==> src/sv/shfm_pkg.sv <==
// ----------------------------------------------------------------------------
// shfm_pkg
// Shared types and constants for the string hash block (FNV-1a / multiply-fold).
// ----------------------------------------------------------------------------
package shfm_pkg;

    localparam logic [63:0] MIX_P0    = 64'ha0761d6478bd642f;
    localparam logic [63:0] MIX_P1    = 64'he7037ed1a0b428db;
    localparam logic [63:0] SEED_BASE = 64'h9e3779b97f4a7c15;
    localparam logic [31:0] FNV_BASIS = 32'd2166136261;

    localparam logic [15:0] THRESH_RESET = 16'd16;

    localparam int DIGIT_W = 8;
    localparam int STEPS   = 64 / DIGIT_W;
    localparam int STEP_W  = $clog2(STEPS);

    typedef enum logic [2:0] {
        ST_IDLE,
        ST_FOLD,
        ST_FIN1,
        ST_FIN2,
        ST_EMIT
    } state_t;

    typedef struct packed {
        logic        start;
        logic [63:0] a;
        logic [63:0] b;
    } mul_req_t;

    // x * 16777619 mod 2^32, prime = 2^24 + 403
    function automatic logic [31:0] fnv_mul(input logic [31:0] x);
        logic [40:0] small_prod;
        small_prod = {9'd0, x} * 41'd403;
        return {x[7:0], 24'd0} + small_prod[31:0];
    endfunction

endpackage

==> src/sv/shfm_fold_mul.sv <==
// ----------------------------------------------------------------------------
// shfm_fold_mul
// Digit-serial 64x64->128 multiplier, one 8-bit digit of b per cycle; the
// result is the XOR of the product's low and high halves.
// ----------------------------------------------------------------------------
module shfm_fold_mul (
    input  logic                  clk,
    input  logic                  rst_n,
    input  shfm_pkg::mul_req_t    req,
    output logic                  done,
    output logic [63:0]           result
);
    import shfm_pkg::*;

    logic [63:0]       a_reg;
    logic [63:0]       b_reg;
    logic [127:0]      prod_reg;
    logic [STEP_W-1:0] step_reg;
    logic              busy_reg;
    logic              done_reg;
    logic [71:0]       partial;

    assign partial = {8'd0, prod_reg[127:64]} + ({8'd0, a_reg} * {64'd0, b_reg[DIGIT_W-1:0]});

    always_ff @(posedge clk or negedge rst_n)
    begin
        if (!rst_n)
        begin
            busy_reg <= 1'b0;
            done_reg <= 1'b0;
            step_reg <= '0;
        end
        else
        begin
            done_reg <= 1'b0;
            if (req.start)
            begin
                busy_reg <= 1'b1;
                step_reg <= '0;
            end
            else if (busy_reg)
            begin
                step_reg <= step_reg + 1'b1;
                if (step_reg == STEP_W'(STEPS - 1))
                begin
                    busy_reg <= 1'b0;
                    done_reg <= 1'b1;
                end
            end
        end
    end

    always_ff @(posedge clk)
    begin
        if (req.start)
        begin
            a_reg    <= req.a;
            b_reg    <= req.b;
            prod_reg <= '0;
        end
        else if (busy_reg)
        begin
            b_reg    <= {{DIGIT_W{1'b0}}, b_reg[63:DIGIT_W]};
            prod_reg <= {partial, prod_reg[63:DIGIT_W]};
        end
    end

    assign done   = done_reg;
    assign result = prod_reg[63:0] ^ prod_reg[127:64];

endmodule

==> src/sv/string_hash_fnv_or_multiply_fold_top.sv <==
// ----------------------------------------------------------------------------
// string_hash_fnv_or_multiply_fold_top
// Byte-stream string hash: FNV-1a for short strings, 64-bit multiply-fold
// for strings at or above the bulk threshold.
// ----------------------------------------------------------------------------
// Input stream: one byte per transaction. tuser[0] starts a string (the
// declared length in tdata is read then), tuser[1] flags an empty string,
// tlast marks the final byte. Output stream: one 32-bit hash per string.
// FNV-1a bytes are folded in as they are accepted; the hash of an FNV string, or of an empty
// string under a nonzero threshold, is presented the cycle after the last
// transaction. With a zero threshold an empty string runs the bulk finish.
// Multiply-fold bytes are staged into a 64-bit word; on every eighth byte the serial
// 64x64 multiplier (8 bits per cycle) folds the word into the seed. The finish
// runs two more folds before the hash shows.
// One string item is worked at a time; s_tready is low while a fold runs.
// A finished hash sits in the output register; new bytes that produce no hash
// are still taken while it waits. If the receiver stalls, a second hash waits
// inside and the input is held off. Reset clears the hash state to the FNV
// offset basis and the threshold to 16. cfg_we writes the threshold.
module string_hash_fnv_or_multiply_fold_top (
    input  logic        clk,
    input  logic        rst_n,
    input  logic        cfg_we,
    input  logic [15:0] cfg_wdata,     // bulk_threshold
    input  logic        s_tvalid,
    output logic        s_tready,
    input  logic [39:0] s_tdata,       // [7:0] data_byte, [38:8] declared_len
    input  logic [1:0]  s_tuser,       // [0] first_byte, [1] empty_string
    input  logic        s_tlast,       // last_byte
    output logic        m_tvalid,
    input  logic        m_tready,
    output logic [31:0] m_tdata        // hash_value
);
    import shfm_pkg::*;

    state_t      state_reg, state_next;
    logic [15:0] thresh_reg;
    logic        bulk_mode_reg, bulk_mode_next;
    logic [31:0] fnv_reg, fnv_next;
    logic [63:0] seed_reg, seed_next;
    logic [63:0] stage_word_reg, stage_word_next;
    logic [2:0]  stage_count_reg, stage_count_next;
    logic        last_pend_reg, last_pend_next;
    logic        out_valid_reg, out_valid_next;
    logic [31:0] out_data_reg, out_data_next;

    mul_req_t    mreq;
    logic        mul_done;
    logic [63:0] mul_result;

    logic [7:0]  in_byte;
    logic [30:0] in_len;
    logic        in_first, in_empty, accept, out_free;
    logic        mode_b;
    logic [31:0] fnv_b;
    logic [63:0] seed_b, word_b;
    logic [2:0]  cnt_b;

    assign in_byte  = s_tdata[7:0];
    assign in_len   = s_tdata[38:8];
    assign in_first = s_tuser[0];
    assign in_empty = s_tuser[1];
    assign out_free = !out_valid_reg || m_tready;
    assign s_tready = (state_reg == ST_IDLE) && (out_free || !(s_tlast || in_empty));
    assign accept   = s_tvalid && s_tready;

    shfm_fold_mul u_mul (
        .clk    (clk),
        .rst_n  (rst_n),
        .req    (mreq),
        .done   (mul_done),
        .result (mul_result)
    );

    always_comb
    begin
        mode_b = in_first ? ({1'b0, in_len} >= {16'd0, thresh_reg}) : bulk_mode_reg;
        fnv_b  = in_first ? FNV_BASIS : fnv_reg;
        seed_b = in_first ? (SEED_BASE ^ {33'd0, in_len}) : seed_reg;
        cnt_b  = in_first ? 3'd0 : stage_count_reg;
        word_b = in_first ? 64'd0 : stage_word_reg;
        word_b[{cnt_b, 3'b000} +: 8] = in_byte;
    end

    always_comb
    begin
        state_next       = state_reg;
        bulk_mode_next   = bulk_mode_reg;
        fnv_next         = fnv_reg;
        seed_next        = seed_reg;
        stage_word_next  = stage_word_reg;
        stage_count_next = stage_count_reg;
        last_pend_next   = last_pend_reg;
        out_valid_next   = out_valid_reg && !m_tready;
        out_data_next    = out_data_reg;
        mreq             = '{start: 1'b0, a: 64'd0, b: 64'd0};

        unique case (state_reg)
            ST_IDLE:
            begin
                if (accept)
                begin
                    if (in_empty)
                    begin
                        if (thresh_reg != 16'd0)
                        begin
                            out_valid_next = 1'b1;
                            out_data_next  = FNV_BASIS;
                        end
                        else
                        begin
                            mreq       = '{start: 1'b1, a: MIX_P0, b: SEED_BASE ^ MIX_P1};
                            state_next = ST_FIN1;
                        end
                    end
                    else
                    begin
                        bulk_mode_next = mode_b;
                        fnv_next       = fnv_b;
                        seed_next      = seed_b;
                        if (!mode_b)
                        begin
                            fnv_next         = fnv_mul(fnv_b ^ {24'd0, in_byte});
                            stage_word_next  = word_b;
                            stage_count_next = cnt_b;
                            if (s_tlast)
                            begin
                                out_valid_next = 1'b1;
                                out_data_next  = fnv_mul(fnv_b ^ {24'd0, in_byte});
                            end
                        end
                        else if (cnt_b == 3'd7)
                        begin
                            stage_word_next  = 64'd0;
                            stage_count_next = 3'd0;
                            last_pend_next   = s_tlast;
                            mreq       = '{start: 1'b1, a: word_b ^ MIX_P0, b: seed_b ^ MIX_P1};
                            state_next = ST_FOLD;
                        end
                        else
                        begin
                            stage_word_next  = word_b;
                            stage_count_next = cnt_b + 3'd1;
                            if (s_tlast)
                            begin
                                mreq = '{start: 1'b1,
                                         a: word_b ^ MIX_P0 ^ {61'd0, cnt_b + 3'd1},
                                         b: seed_b ^ MIX_P1};
                                state_next = ST_FIN1;
                            end
                        end
                    end
                end
            end
            ST_FOLD:
            begin
                if (mul_done)
                begin
                    seed_next = mul_result;
                    if (last_pend_reg)
                    begin
                        mreq       = '{start: 1'b1, a: MIX_P0, b: mul_result ^ MIX_P1};
                        state_next = ST_FIN1;
                    end
                    else
                    begin
                        state_next = ST_IDLE;
                    end
                end
            end
            ST_FIN1:
            begin
                if (mul_done)
                begin
                    mreq       = '{start: 1'b1, a: mul_result, b: MIX_P1};
                    state_next = ST_FIN2;
                end
            end
            ST_FIN2, ST_EMIT:
            begin
                if (mul_done || state_reg == ST_EMIT)
                begin
                    if (out_free)
                    begin
                        out_valid_next = 1'b1;
                        out_data_next  = mul_result[31:0];
                        state_next     = ST_IDLE;
                    end
                    else
                    begin
                        state_next = ST_EMIT;
                    end
                end
            end
            default:
            begin
                state_next = ST_IDLE;
            end
        endcase
    end

    always_ff @(posedge clk or negedge rst_n)
    begin
        if (!rst_n)
        begin
            state_reg       <= ST_IDLE;
            thresh_reg      <= THRESH_RESET;
            bulk_mode_reg   <= 1'b0;
            fnv_reg         <= FNV_BASIS;
            seed_reg        <= 64'd0;
            stage_word_reg  <= 64'd0;
            stage_count_reg <= 3'd0;
            last_pend_reg   <= 1'b0;
            out_valid_reg   <= 1'b0;
        end
        else
        begin
            state_reg       <= state_next;
            if (cfg_we)
            begin
                thresh_reg <= cfg_wdata;
            end
            bulk_mode_reg   <= bulk_mode_next;
            fnv_reg         <= fnv_next;
            seed_reg        <= seed_next;
            stage_word_reg  <= stage_word_next;
            stage_count_reg <= stage_count_next;
            last_pend_reg   <= last_pend_next;
            out_valid_reg   <= out_valid_next;
        end
    end

    always_ff @(posedge clk)
    begin
        out_data_reg <= out_data_next;
    end

    assign m_tvalid = out_valid_reg;
    assign m_tdata  = out_data_reg;

endmodule
==> config.mk <==
export PLATFORM = sky130hd
export DESIGN_NAME = string_hash_fnv_or_multiply_fold_top
export DESIGN_NICKNAME = d
export VERILOG_FILES = /design/src/sv/shfm_pkg.sv /design/src/sv/shfm_fold_mul.sv /design/src/sv/string_hash_fnv_or_multiply_fold_top.sv
export SDC_FILE = /design/constraint.sdc
export NUM_CORES = 2
export LEC_CHECK = 0
export BUFFER_PORTS_ARGS = -buffer_cell sky130_fd_sc_hd__buf_2
export CORE_MARGIN = 1.5
export CORE_UTILIZATION = 59
export CTS_BUF_LIST = sky130_fd_sc_hd__clkbuf_4 sky130_fd_sc_hd__clkbuf_8
export CTS_CLUSTER_SIZE = 25
export DETAILED_ROUTE_END_ITERATION = 10
export PLACE_DENSITY = 0.79
export SYNTH_ARGS = -nofsm -noshare
export SYNTH_HDL_FRONTEND = slang
export SYNTH_SLANG_ARGS = --single-unit
==> constraint.sdc <==
create_clock -name clk -period 5.35 [get_ports clk]
set_clock_uncertainty 0.05 [all_clocks]
set_input_delay 0 -clock clk [delete_from_list [all_inputs] [get_ports clk]]
set_output_delay 0 -clock clk [all_outputs]
set_load 0.03 [all_outputs]
Yosys cells after proc, flatten, opt, wreduce, memory -nomap -nowiden --
Index checks and enable logic that the tools add are counted.
Word-level totals: register bits after elaboration 478, latch bits 0, RAM bits 0, memory bits (read-only) 0, input bits 64, output and inout bits 34, logic and storage cells 136, memories 0
Cells by class: add/sub/neg operators 5, multipliers 2, div/mod/pow operators 0, $lt $le $gt $ge 1, equality and inequality tests 18, shifts and indexed selects 2, muxes and demuxes 63, bitwise gates (word level) 8, reduce and logical (&&, ||, !) cells 21
Operators with widths (number):
- two-way mux 129 bit | 9
- two-way mux 64 bit | 9
- one-hot mux 129 bit (3 select lines) | 1
- two-way mux 32 bit | 9
- one-hot mux 64 bit (2 select lines) | 1
- NOT 32 bit | 3
- adder 64 x 72 -> 72 bit | 1
- multiplier 64 x 8 -> 72 bit | 1
- bitwise mux 64 bit | 1
- one-hot mux 32 bit (2 select lines) | 1
- variable shift 8 x 8 -> 64 bit, first input constant | 1
- indexed part select 8 x 8 -> 64 bit | 1
- bitwise XOR 64 x 3 -> 64 bit | 1
- bitwise XOR 64 bit | 1
- two-way mux 3 bit | 15
- NOT 18 -> 38 bit | 1
- adder 32 bit | 1
- multiplier 32 x 9 -> 32 bit, second input constant | 1
- bitwise XOR 32 x 8 -> 32 bit | 1
- greater-or-equal comparator 31 x 16 -> 1 bit | 1
- nonzero test 16 bit | 1
- two-way mux 1 bit | 14
- AND reduction 7 bit | 2
- != test 3 bit, second input constant | 4
- other kinds (22) | 39

Longest topological paths before layout --
depth in word-level cells 13, gate-level depth with buffers 25, mapped depth without buffers 22

Hierarchy --
Synthesis repeated with hierarchy kept, for this count alone.
Unflattened totals: cells, all modules 4750, area total of the unflattened synthesis 44866.8 um^2
By module, submodules not included:
- shfm_fold_mul | instances 1, cells each 2881, area an instance 28014.4 um^2, sequential area each 6531.3 um^2
- string_hash_fnv_or_multiply_fold_top | instances 1, cells each 1869, area an instance 16852.4 um^2, sequential area each 5609.1 um^2

Least setup slack after synthesis --
Ideal clock, no wire load.
kind input port to flip-flop, start in s_tuser[0], end reg out_data_reg[30], in the netlist m_tdata[30] (data pin), library setup time 269 ps, arrival 5457 ps, required time 5031 ps, setup slack -425 ps, stages on the path 24, buffers on the path 3, cell sequence clkbuf_1 -> buf_1 -> clkbuf_1 -> nor2_1 -> xor2_1 -> inv_1 -> ha_1 -> fa_1 -> inv_1 -> fa_1 -> fa_1 -> inv_1 -> ha_1 -> ha_1 -> a21o_1 -> a21oi_1 -> o21ai_0 -> a221oi_1 -> o31ai_1 -> a21oi_1 -> o21ai_0 -> a311oi_1 -> xor2_1 -> o31ai_1
On the way: longest elaborated chain between the ends 9
RTL lines:
- from (decl) | line string_hash_fnv_or_multiply_fold_top.sv:28 | input logic [1:0] s_tuser,
- two-way mux 32 bit * | line string_hash_fnv_or_multiply_fold_top.sv:78 | fnv_b = in_first ? FNV_BASIS : fnv_reg;
- bitwise XOR 32 x 8 -> 32 bit * | line string_hash_fnv_or_multiply_fold_top.sv:129 | out_data_next = fnv_mul(fnv_b ^ {24'd0, in_byte});
- multiplier 32 x 9 -> 32 bit | line shfm_pkg.sv:35 | small_prod = {9'd0, x} * 41'd403;
- adder 32 bit * | line shfm_pkg.sv:36 | return {x[7:0], 24'd0} + small_prod[31:0];
- two-way mux 32 bit * | line string_hash_fnv_or_multiply_fold_top.sv:126 | if (s_tlast)
- two-way mux 32 bit * | line string_hash_fnv_or_multiply_fold_top.sv:121 | if (!mode_b)
- two-way mux 32 bit * | line string_hash_fnv_or_multiply_fold_top.sv:103 | if (in_empty)
- two-way mux 32 bit * | line string_hash_fnv_or_multiply_fold_top.sv:101 | if (accept)
- one-hot mux 32 bit (2 select lines) * | line string_hash_fnv_or_multiply_fold_top.sv:98 | unique case (state_reg)
- via out_data_next[30] | line string_hash_fnv_or_multiply_fold_top.sv:45 | logic [31:0] out_data_reg, out_data_next;
- to (signal assigned) | line string_hash_fnv_or_multiply_fold_top.sv:235 | out_data_reg <= out_data_next;
- to (decl) | line string_hash_fnv_or_multiply_fold_top.sv:45
The timed path passes the listed nets; every way through them passes the cells marked *. The select of a mux whose other input is x is not followed. A chain may end at the register's enable or synchronous reset.

Worst setup path after layout --
start reg u_mul.a_reg[5], end reg u_mul.prod_reg[102]
On the way: longest elaborated chain between the ends 2
RTL lines:
- from (decl) | line shfm_fold_mul.sv:15 | logic [63:0] a_reg;
- from (signal assigned) | line shfm_fold_mul.sv:57 | a_reg <= req.a;
- multiplier 64 x 8 -> 72 bit | line shfm_fold_mul.sv:23 | assign partial = {8'd0, prod_reg[127:64]} + ({8'd0, a_reg} * {64'd0, b_reg[DIGIT_W-1:0]});
- adder 64 x 72 -> 72 bit | line shfm_fold_mul.sv:23
- to (signal assigned) | line shfm_fold_mul.sv:64 | prod_reg <= {partial, prod_reg[63:DIGIT_W]};
- to (decl) | line shfm_fold_mul.sv:17 | logic [127:0] prod_reg;
Every way passes these cells.

==> metrics.md <==
| Metric | Value |
|---|---|
| Status | `finished, violations left` |
| Failing checks | `setup timing` |
| CP peak stage delay | `between 500 and 600 ps` |
| R2r startpoint | `u_mul.a_reg[5]` |
| Share of flip-flops with an asynchronous set or reset | `39.7%` |
| Post-Synthesis Cells | `about 4.8k` |
| Hold endpoint | `u_mul.b_reg[24]` |
| Root Buffer | `clkbuf_8` |
| Synth Cell Area | `0.0444 mm^2` |
| Layout cells sized above 1 | `22.3%` |
| WP buf/inv | `9` |
| I/O pin cnt | `98` |
| CP arrival | `6300 ps` |
| Die width | `277 um` |
| Hold path depth | `5` |
| WL final | `149 mm` |
| Primary FF master, synth | `dfrtp_1` |
| Startpoint types | `register` |
| Clock Sinks | `478` |
| Global Route Usage Sum | `a little under two fifths` |
| CTS tree | `yes` |
| Post-synth EDFFs | `160` |
| Worst r2r dst | `u_mul.prod_reg[102]` |
| Crit path capture type | `register` |
| Final Cycle Share | `109%` |
| Final worst setup slack | `-482 ps` |
| Post-Layout Cell Count | `6,435` |
| Initial antenna violation count | `15` |
| Area Growth Syn to Fin | `23.8%` |
| Crit-path slowest cell | `fa_2` |
| Most frequent CP cell | `buf_6` |
| Finished Cell Area | `roughly 0.055 mm^2` |
| Ys Warns | `0` |
| Chip height | `277 um` |
| Hold Violations, Final | `0` |
| First-pass GRT wire length | `228 mm` |
| Rows | `100` |
| Routed WL per cell | `23.1 um` |
| Hold/Removal Path Class | `input port to register` |
| 1st-iter DRT viols | `4,983` |
| Slew HR | `12.6%` |
| Remaining global-route overflow | `0` |
| Cell breakdown of the critical path | `buf_6 -> buf_6 -> and2_4 -> fa_2 -> fa_2 -> fa_1 -> inv_2 -> fa_1 -> inv_2 -> ha_4 -> nand4_1 -> buf_6 -> nor4_4 -> nor2_4 -> a2111oi_4 -> buf_4 -> o31ai_4 -> buf_4 -> buf_6 -> o31ai_4 -> buf_4 -> xnor2_2 -> mux2i_1 -> nor2_1` |
| Max FO, Critical Path | `3` |
| H-tree levels | `3` |
| Core area | `about 0.074 mm^2` |
| Initial Utilization | `59.6%` |
| Drt first pass iters | `10` |
| Die area | `0.0769 mm^2` |
| Post-synth cell types | `84` |
| Clock buffer depth | `3` |
| Final max-slew violation count | `0` |
| Max Fclk | `171 MHz` |
| Setup-failing EPs final | `39` |
| R2R cell count | `24` |
| Largest net degree at the start of global routing | `192` |
| Placed cell area | `approximately 0.049 mm^2` |
| RD Place Congestion | `0.985` |
| Buffers on Ports | `96` |
| Family with the most delay on the worst path | `adder cells` |
| Worst Hold Launch | `s_tuser[0]` |
| Total CTS buffers | `approximately 80` |
| Placed insts | `6,096` |
| Slew @ Worst Pin | `1310 ps` |
| Final nets | `6,188` |
| Vias in the first global route | `just over 40k` |
| Max cap viols | `0` |
| Flops & latches, synth | `about 480` |
| Clk_lat worst skew | `680 ps` |
| Vias | `39.6k` |
| Crit Path Class | `register to register` |
| Flop2flop setup slack | `-480 ps` |
| Layout fillers | `4,929` |
| DPL Wire Length | `103 mm` |
| Number of flip-flops in the largest register | `128` |
| CP required | `5820 ps` |
| RSZ-0062 raised after global routing | `yes` |
| Residual DRC count | `0` |
| Post-route ant nets | `0` |
| Syn Nets | `5,584` |
| CP Launch Point | `u_mul.a_reg[5]` |
| Syn Area/Cell | `9.28 um^2` |
| Sequential area share after synthesis | `between 20% and 30%` |
| Average via count per standard cell | `6.16` |
| Post-route minimum period | `5830 ps` |
| Clock Pin Slew Worst Setup and Hold Paths | `70 ps` |
[cells in the mapped netlist (all sizes together), types with 10 or more instances]
cell type	count	area [um^2]
ha	226	2830
a22o	49	429
nor2	322	1210
nor3b	36	282
or3	10	62.6
buf	52	263
nand2	455	1710
and3	26	163
mux2i	113	1130
o211ai	23	173
a31oi	18	113
nor2b	25	156
inv	728	2730
or2	13	81.3
a211o	10	87.6
dfrtp	175	4380
o221ai	59	517
xnor2	128	1120
nand2b	20	125
nand4	30	188
o31ai	18	140
clkbuf	207	777
a32o	32	320
and2	356	2230
xor2	49	429
dfstp	15	394
dfxtp	128	2560
a211oi	29	223
a21oi	242	1210
nand3	61	305
o21bai	21	158
nor3	41	231
o22ai	67	419
a22oi	19	143
edfxtp	160	4800
a21o	44	330
o21ai	171	875
fa	515	10300
[what timing repair did]
action / CTS / global route
hold buffers: 94 / 0
endpoints found under the hold margin: 193 / 0
setup buffers: 52 / 26
pin swaps: 121 / 145
cloned: 3 / 3
setup endpoints to repair: 62 / 77
gates resized for setup: 252 / 217
[cell families (layout without fill, tap and decap cells)]
group / Yosys count / in the layout / share of synthesized area (%)
compound gates: 859 / 859 / 12.7
xor+xnor: 177 / 177 / 3.49
fa+ha+maj: 741 / 741 / 29.6
buf+inv: 989 / 1663 / 8.52
flops: 478 / 478 / 27.4
mux: 115 / 115 / 2.60
other cells: 0 / 13 / 0
simple gates: 1420 / 1420 / 15.7
[how the worst max path moves through the flow]
stage	cells past startpoint	end	slack, ps
after detailed placement	21	u_mul.prod_reg[113]	-870
after global routing	21	u_mul.prod_reg[126]	-650
after floorplan	22	u_mul.prod_reg[113]	2
after global placement	20	u_mul.prod_reg[113]	-750
final	24	u_mul.prod_reg[102]	-480
after CTS	22	u_mul.prod_reg[113]	-390
[worst reg2reg max path, stage by stage (launching register included)]
cell	delay, ps
edfxtp_1	430
buf_6	170
buf_6	110
and2_4	130
fa_2	580
fa_2	450
fa_1	550
inv_2	50
fa_1	530
inv_2	60
ha_4	280
nand4_1	120
buf_6	160
nor4_4	290
nor2_4	90
a2111oi_4	340
buf_4	200
o31ai_4	100
buf_4	180
buf_6	120
o31ai_4	260
buf_4	170
xnor2_2	60
mux2i_1	140
nor2_1	70
[metal layers]
metal  up-vias  global-route usage, %  routed length [um]
li1      16863                      -                   -
met2      2566                   60.5               68200
met1     19439                   48.4               54300
met3       743                   8.99               15900
met5         -                      0                   0
met4         0                   21.1               10200
[cell usage in the layout (no fill, tap or decap), types with 113 or more instances in the layout]
master,synthesis,final
inv_1,725,699
buf_4,1,515
fa_1,515,493
nand2_1,455,442
and2_1,356,344
nor2_1,320,304
a21oi_1,241,195
dfrtp_1,175,174
ha_1,226,172
edfxtp_1,160,160
dfxtp_1,128,128
o21ai_0,155,115
mux2i_1,113,113
[area by class of cell]
cell class | count | area, um^2 | share of cell area [%]
clock buffer | 123 | 1560 | 2.83
sequential | 478 | 12100 | 22.1
antenna | 13 | 32.5 | 0.0592
inverter | 730 | 2750 | 5.00
multi-input combinational | 3312 | 30500 | 55.6
tap | 969 | 1210 | 2.21
timing repair buffer | 779 | 6430 | 11.7
clock inverter | 31 | 275 | 0.501
[per-stage QoR]
stage                     hold WS [ps]  setup WS, ps  utilization, %  setup TNS [ps]
after global routing               156          -655            73.8          -18790
after floorplan                   -346          2.09               -               0
after global placement         -0.0319          -749            66.0          -17870
final                              117          -482            73.8          -11820
after CTS                         46.8          -395            72.0           -8520
after detailed placement         -4.55          -868            66.0          -21610
Power is left out: the tool's default activity adds up to more than one toggle a clock period on the data nets, which glitch-free logic cannot reach.
